==> config.mk <==
export PLATFORM = sky130hd
export DESIGN_NAME = tap_hold_footswitch_controller_core
export DESIGN_NICKNAME = d
export VERILOG_FILES = /design/src/rtl/thfc_pkg.sv /design/src/rtl/thfc_lane.sv /design/src/rtl/thfc_merge.sv /design/src/rtl/tap_hold_footswitch_controller_core.sv
export SDC_FILE = /design/constraint.sdc
export NUM_CORES = 1
export LEC_CHECK = 0
export BUFFER_PORTS_ARGS = -buffer_cell sky130_fd_sc_hd__buf_2
export CAP_MARGIN = 20
export CORE_ASPECT_RATIO = 1.5
export CORE_MARGIN = 4
export CORE_UTILIZATION = 35
export DETAILED_ROUTE_END_ITERATION = 8
export GPL_ROUTABILITY_DRIVEN = 0
export PLACE_DENSITY = 0.61
export SLEW_MARGIN = 20
export SYNTH_ARGS = -nofsm -noshare
export SYNTH_HDL_FRONTEND = slang
export SYNTH_HIERARCHICAL = 1
export SYNTH_SLANG_ARGS = --single-unit
==> constraint.sdc <==
create_clock -name clk -period 3.25 [get_ports clk]
set_input_delay 0.1625 -clock clk [delete_from_list [all_inputs] [get_ports clk]]
set_output_delay 0.1625 -clock clk [all_outputs]
set_load 0.01 [all_outputs]
==> src/rtl/thfc_pkg.sv <==
// Shared types and constants for the tap/hold footswitch controller.
package thfc_pkg;

  // Counter and register width for tick counts.
  localparam int unsigned CNT_W = 10;

  // Number of footswitch lanes (chorus is lane 0, reverb is lane 1).
  localparam int unsigned NUM_LANES = 2;

  // Width of the configuration register index.
  localparam int unsigned CFG_IDX_W = 4;

  // Largest value the press counter may hold before it saturates.
  localparam logic [CNT_W-1:0] CNT_MAX = {CNT_W{1'b1}};

  // Reset values of the configuration registers.
  localparam logic [CNT_W-1:0] HOLD_TICKS_RESET    = CNT_W'(400);
  localparam logic [CNT_W-1:0] LOCKOUT_TICKS_RESET = CNT_W'(200);

  // Configuration register indexes.
  localparam logic [CFG_IDX_W-1:0] REG_HOLD_TICKS    = CFG_IDX_W'(0);
  localparam logic [CFG_IDX_W-1:0] REG_LOCKOUT_TICKS = CFG_IDX_W'(1);

  // One input beat: the level of both footswitches for this tick.
  typedef struct packed {
    logic chorus_switch_pressed;
    logic reverb_switch_pressed;
  } in_item_t;

  // One output beat: effect flags after this tick.
  typedef struct packed {
    logic chorus_enabled;
    logic chorus_frozen;
    logic reverb_enabled;
    logic reverb_frozen;
  } out_item_t;

  // Flags one lane reports to the merge stage.
  typedef struct packed {
    logic enabled;
    logic frozen;
  } lane_result_t;

endpackage

==> src/rtl/thfc_lane.sv <==
// One footswitch lane: edge detection, hold timer, lockout and effect flags.
module thfc_lane (
  input  logic                         clk,
  input  logic                         rst,
  input  logic                         step,
  input  logic                         level,
  input  logic [thfc_pkg::CNT_W-1:0]   hold_ticks,
  input  logic [thfc_pkg::CNT_W-1:0]   lockout_ticks,
  output thfc_pkg::lane_result_t       result
);

  logic                       level_before;
  logic                       level_before_next;
  logic                       hold_reached;
  logic                       hold_reached_next;
  logic [thfc_pkg::CNT_W-1:0] press_count;
  logic [thfc_pkg::CNT_W-1:0] press_count_next;
  logic [thfc_pkg::CNT_W-1:0] lockout_count;
  logic [thfc_pkg::CNT_W-1:0] lockout_count_next;
  logic                       effect_enabled;
  logic                       effect_enabled_next;
  logic                       effect_frozen;
  logic                       effect_frozen_next;

  logic                       rise;
  logic                       fall;
  logic                       held_now;
  logic [thfc_pkg::CNT_W-1:0] count_now;
  logic [thfc_pkg::CNT_W-1:0] count_inc;

  // Edge detection against the level seen at the last unlocked tick.
  assign rise      = level & ~level_before;
  assign fall      = ~level & level_before;
  assign held_now  = rise ? 1'b0 : hold_reached;
  assign count_now = rise ? '0 : press_count;
  assign count_inc = (count_now == thfc_pkg::CNT_MAX) ? count_now
                                                      : count_now + 1'b1;

  // Per-tick update of the lane state.
  always_comb begin
    level_before_next   = level_before;
    hold_reached_next   = hold_reached;
    press_count_next    = press_count;
    lockout_count_next  = lockout_count;
    effect_enabled_next = effect_enabled;
    effect_frozen_next  = effect_frozen;
    if (lockout_count != '0) begin
      // Locked out: only the lockout counts down.
      lockout_count_next = lockout_count - 1'b1;
    end else begin
      level_before_next = level;
      hold_reached_next = held_now;
      press_count_next  = count_now;
      if (level && !held_now) begin
        press_count_next = count_inc;
        if (count_inc >= hold_ticks) begin
          hold_reached_next = 1'b1;
          if (effect_enabled) begin
            effect_frozen_next = ~effect_frozen;
            lockout_count_next = lockout_ticks;
          end
        end
      end
      if (fall && !held_now) begin
        // A tap toggles the effect; turning it off also clears freeze.
        effect_enabled_next = ~effect_enabled;
        if (effect_enabled) begin
          effect_frozen_next = 1'b0;
        end
        lockout_count_next = lockout_ticks;
      end
    end
  end

  // State registers advance only on an accepted beat.
  always_ff @(posedge clk) begin
    if (rst) begin
      level_before   <= 1'b0;
      hold_reached   <= 1'b0;
      press_count    <= '0;
      lockout_count  <= '0;
      effect_enabled <= 1'b0;
      effect_frozen  <= 1'b0;
    end else if (step) begin
      level_before   <= level_before_next;
      hold_reached   <= hold_reached_next;
      press_count    <= press_count_next;
      lockout_count  <= lockout_count_next;
      effect_enabled <= effect_enabled_next;
      effect_frozen  <= effect_frozen_next;
    end
  end

  // The result reflects the state after this tick.
  assign result.enabled = effect_enabled_next;
  assign result.frozen  = effect_frozen_next;

endmodule

==> src/rtl/thfc_merge.sv <==
// Merge stage: combines lane results into one beat and buffers it with a skid stage.
module thfc_merge (
  input  logic                                             clk,
  input  logic                                             rst,
  input  logic                                             push,
  input  thfc_pkg::lane_result_t [thfc_pkg::NUM_LANES-1:0] lane_results,
  output logic                                             full,
  output logic                                             out_valid,
  input  logic                                             out_stall,
  output thfc_pkg::out_item_t                              out_data
);

  thfc_pkg::out_item_t merged;
  thfc_pkg::out_item_t skid_data;
  logic                skid_full;
  logic                pop;

  // Lane 0 drives the chorus flags, lane 1 the reverb flags.
  assign merged.chorus_enabled = lane_results[0].enabled;
  assign merged.chorus_frozen  = lane_results[0].frozen;
  assign merged.reverb_enabled = lane_results[1].enabled;
  assign merged.reverb_frozen  = lane_results[1].frozen;

  assign pop  = out_valid & ~out_stall;
  assign full = skid_full;

  // Control of the output register and the skid entry.
  always_ff @(posedge clk) begin
    if (rst) begin
      out_valid <= 1'b0;
      skid_full <= 1'b0;
    end else if (skid_full) begin
      if (pop) begin
        skid_full <= 1'b0;
      end
    end else if (push) begin
      if (out_valid && !pop) begin
        skid_full <= 1'b1;
      end else begin
        out_valid <= 1'b1;
      end
    end else if (pop) begin
      out_valid <= 1'b0;
    end
  end

  // Payload registers.
  always_ff @(posedge clk) begin
    if (skid_full) begin
      if (pop) begin
        out_data <= skid_data;
      end
    end else if (push) begin
      if (out_valid && !pop) begin
        skid_data <= merged;
      end else begin
        out_data <= merged;
      end
    end
  end

endmodule

==> src/rtl/tap_hold_footswitch_controller_core.sv <==
// Top level of the tap/hold footswitch controller for two effects.
//
// Usage:
//   Input channel (in_valid, in_stall, in_data): one beat per control tick,
//   carrying the pressed level of the chorus and reverb footswitches.
//   Output channel (out_valid, out_stall, out_data): one beat per input beat,
//   carrying the on and freeze flags of both effects after that tick.
//   Configuration channel (cfg_valid, cfg_ready, cfg_index, cfg_data):
//   index 0 writes the hold threshold, index 1 the lockout length; other
//   indexes are ignored. cfg_ready is always high.
// Throughput:
//   Results are registered in the output register or the skid entry. One beat
//   is accepted every cycle while in_stall is low; both lanes update per beat.
// Stalls:
//   A two-entry output buffer (register plus skid entry) keeps taking beats
//   while one result waits; in_stall rises only when both entries are full.
// Reset:
//   rst clears all switch state, turns both effects off and unfrozen,
//   empties the output buffer and restores thresholds 400 and 200.
module tap_hold_footswitch_controller_core (
  input  logic                              clk,
  input  logic                              rst,
  input  logic                              in_valid,
  output logic                              in_stall,
  input  thfc_pkg::in_item_t                in_data,
  output logic                              out_valid,
  input  logic                              out_stall,
  output thfc_pkg::out_item_t               out_data,
  input  logic                              cfg_valid,
  output logic                              cfg_ready,
  input  logic [thfc_pkg::CFG_IDX_W-1:0]    cfg_index,
  input  logic [thfc_pkg::CNT_W-1:0]        cfg_data
);

  logic [thfc_pkg::CNT_W-1:0]                       hold_ticks;
  logic [thfc_pkg::CNT_W-1:0]                       lockout_ticks;
  logic                                             accept;
  logic                                             buf_full;
  logic [thfc_pkg::NUM_LANES-1:0]                   lane_level;
  thfc_pkg::lane_result_t [thfc_pkg::NUM_LANES-1:0] lane_results;

  assign cfg_ready = 1'b1;
  assign in_stall  = buf_full;
  assign accept    = in_valid & ~buf_full;

  // Configuration registers.
  always_ff @(posedge clk) begin
    if (rst) begin
      hold_ticks    <= thfc_pkg::HOLD_TICKS_RESET;
      lockout_ticks <= thfc_pkg::LOCKOUT_TICKS_RESET;
    end else if (cfg_valid && cfg_ready) begin
      if (cfg_index == thfc_pkg::REG_HOLD_TICKS) begin
        hold_ticks <= cfg_data;
      end
      if (cfg_index == thfc_pkg::REG_LOCKOUT_TICKS) begin
        lockout_ticks <= cfg_data;
      end
    end
  end

  // Split the input beat into one level per lane.
  assign lane_level[0] = in_data.chorus_switch_pressed;
  assign lane_level[1] = in_data.reverb_switch_pressed;

  // Identical lanes, one per footswitch.
  for (genvar i = 0; i < thfc_pkg::NUM_LANES; i++) begin : g_lane
    thfc_lane u_lane (
      .clk           (clk),
      .rst           (rst),
      .step          (accept),
      .level         (lane_level[i]),
      .hold_ticks    (hold_ticks),
      .lockout_ticks (lockout_ticks),
      .result        (lane_results[i])
    );
  end

  // Merge the lane flags and hand them to the output channel.
  thfc_merge u_merge (
    .clk          (clk),
    .rst          (rst),
    .push         (accept),
    .lane_results (lane_results),
    .full         (buf_full),
    .out_valid    (out_valid),
    .out_stall    (out_stall),
    .out_data     (out_data)
  );

endmodule
==> results.cfg <==
[power]
powerDensity_nw_per_um2 = 648.8
total_power_mw = 4.042
p_leak_nw = 2.392
vdd_drop_max_mv = 0.3012

[synth]
postSynthCellCount = 622
synth_fp_nets = 669
ys_ff_latch = 78
synthTopCellsByCount = dfxtp_1, nand2_1, a21oi_1, inv_1, o21ai_0
synth_edf_count = 8
synthTopCellsByArea = dfxtp_1, ha_1, edfxtp_1
synth_top_area_frac = 0.2765
synth_top_area_cell = dfxtp_1
ys.warnings.count = 6
synth_ff_type = dfxtp_1
synth_cell_types = 59
ys_seq_area_frac = 0.3240
synth_area_um2 = 5067
synthArstFlopShare = 0
synth.most_common_cell = dfxtp_1
syn_area_per_cell_um2 = 8.147

[placed_design]
dp.cells = 856
dpl_worst_slack_ns = -0.04642
port-buffer-count = 26
hpwl_um = 10540

[critical_path]
worstSetupEndpointType = flip-flop
worst-setup-path-type = reg -> reg
start_kind = flip-flop
crit_buf_inv = 2
cp_slowest_cell = dfxtp_4
path_max_fanout = 7
arrival_ns = 3.22
r2r_end = u_merge/out_data[0]$_DFFE_PP_
path_cells = nand2b_4 -> buf_4 -> nand4_1 -> a31oi_2 -> nand3_1 -> xor2_1 -> nor2_1 -> ha_1 -> nand4_1 -> buf_4 -> a31oi_1 -> o211ai_1 -> a41o_1 -> mux2_4
worstReg2RegStart = g_lane[1].u_lane/level_before$_SDFFE_PP0P_
crit_family = compound AO/OA/AOI/OAI gates
reg2regPathDepth = 14
required_ns = 3.34
cpPeakStageDelay_ns = 0.36
rrSetupSlack_ns = 0.12
cp_num_cells = 14

[cells_and_area]
drive_above_1_share = 0.2398
area_growth_pct = 22.94
final_cells = 880
nets = 730
diodes = 0
utilization = 0.4410

[timing]
layout_setup_ws_ns = 0.1185
setup_viol = 0
max_freq_mhz = 319.3
finalHoldViolations = 0
tightest_slew_ns = 0.9827
relSlewSlack = 0.3449
finalClockSkew_ns = 0.009414
holdWs_ns = 0.1251
fin_crit_sh = 0.9635
period_needed_ns = 3.131
report.final.slew_viol_count = 0
rsz0062_at_grt = true

[die]
row_count = 53
die_w_um = 106.2
io_pins = 28
fp.coreArea_um2 = 14120
start_util = 0.3588
dieArea_um2 = 16510
dieHeight_um = 155.4

[grt]
grt_max_degree = 52
grt_pass1_wl_um = 23450
antenna_found_initial = 0
grt_overflow_total = 0
grt_pass1_vias = 4839
grt_usage = 0.1744

[detailed_routing]
drc = 0
vias = 4874
vias_per_cell = 5.539
wirelength_um = 14250
antenna_left = 0
drt_iter0_drc = 237
dr.pass1.iters = 4
wl_per_cell_um = 16.20

[cts]
numCtsBuffers = 9
clkLatencyLatePin_ns = 0.34
cts_sinks = 78
root_buffer = clkbuf_16
cts-htree-levels = 3
cts_hold_buf = 0
path_clk_slew_ns = 0.07
clockBufferDepth = 2
tritoncts = done

[min_path]
min_path_cells = 3
hold_class = in -> reg
hold_end = u_merge/full$_SDFF_PP0_
min_from = out_stall

[outcome]
status = completed

[job]
max_cap_viol_count = 0
-- sequential cells by signal (all words and copies together) (netlist names), 2 cells and up --
signal and flops:
g_lane.u_lane/effect_frozen 2, lockout_ticks 10, g_lane.u_lane/lockout_count 20, g_lane.u_lane/hold_reached 2, g_lane.u_lane/level_before 2, hold_ticks 10
u_merge/skid_data 4, u_merge/out_data 4, g_lane.u_lane/press_count 20, g_lane.u_lane/effect_enabled 2
-- what timing repair did --
item	CTS	global route
setup buffers	2	6
setup endpoints to repair	6	22
resized for setup	7	37
pin swaps	4	34
-- cell families after synthesis --
| kind of cell | Yosys count | synth area share |
|---|---|---|
| flops | 78 | 0.3239 |
| buf+inv | 74 | 0.06543 |
| mux | 22 | 0.04790 |
| compound gates | 168 | 0.2151 |
| other cells | 1 | 0.0007400 |
| fa+ha+maj | 26 | 0.06420 |
| simple gates | 235 | 0.2516 |
| xor+xnor | 18 | 0.03111 |
-- worst min-delay path: stages --
cell and delay [ns]:
buf_2 0.11, nor2b_1 0.10, nor3_1 0.05
-- through the flow --
step / TNS (ns) / cell area, um^2
floorplan: 0 / 5150
global route: -0.06093 / 6230
detailed placement: -0.1509 / 5689
global placement: 0 / 5689
finish: 0 / 6230
CTS: 0 / 6031
-- layout by cell type (no fill, tap or decap), types with 5 or more instances in the layout --
cell / n
a211oi_2: 5
a21oi_1: 43
a311o_1: 6
a31oi_1: 17
and2_1: 7
and3_1: 5
buf_2: 26
buf_4: 51
clkbuf_16: 9
dfxtp_1: 66
edfxtp_1: 8
ha_1: 24
inv_1: 42
mux2i_1: 16
nand2_1: 56
nand2_2: 6
nand2b_1: 25
nand3_1: 15
nand4_1: 12
nor2_1: 42
nor2b_1: 6
nor3_1: 13
nor3_2: 5
o21ai_0: 40
or3_1: 6
or4_1: 6
xnor2_1: 8
xor2_1: 7
-- worst max-delay path by stage --
stage / from / end
after floorplan: g_lane[1].u_lane/level_before$_SDFFE_PP0P_ / u_merge/out_data[0]$_DFFE_PP_
after global placement: g_lane[1].u_lane/level_before$_SDFFE_PP0P_ / u_merge/out_data[0]$_DFFE_PP_
after detailed placement: g_lane[0].u_lane/level_before$_SDFFE_PP0P_ / u_merge/out_data[2]$_DFFE_PP_
after CTS: g_lane[1].u_lane/level_before$_SDFFE_PP0P_ / u_merge/out_data[0]$_DFFE_PP_
after global routing: g_lane[0].u_lane/level_before$_SDFFE_PP0P_ / u_merge/out_data[2]$_DFFE_PP_
final: g_lane[1].u_lane/level_before$_SDFFE_PP0P_ / u_merge/out_data[0]$_DFFE_PP_
-- report_power, final --
group,internal [mW],switching (mW)
clock,0.593,0.417
sequential,1.10,0.131
combinational,0.755,1.04
-- final cells by class --
type	instances	area [um^2]
fill	1361	7895
multi-input combinational	470	3349
sequential	78	1652
timing repair buffer	78	524.3
tap	192	240.2
clock buffer	10	229.0
inverter	46	172.7
clock inverter	6	62.56
-- routing by layer --
metal,up-vias,wire [um],share of wire,track usage
met2,136,7511,0.53,0.3200
li1,2372,-,-,-
met1,2335,5866,0.41,0.1997
met3,31,505,0.035,0.02532
met5,-,0,0,0
met4,0,370,0.026,0.07222
Power figures use the tool's default switching activity.
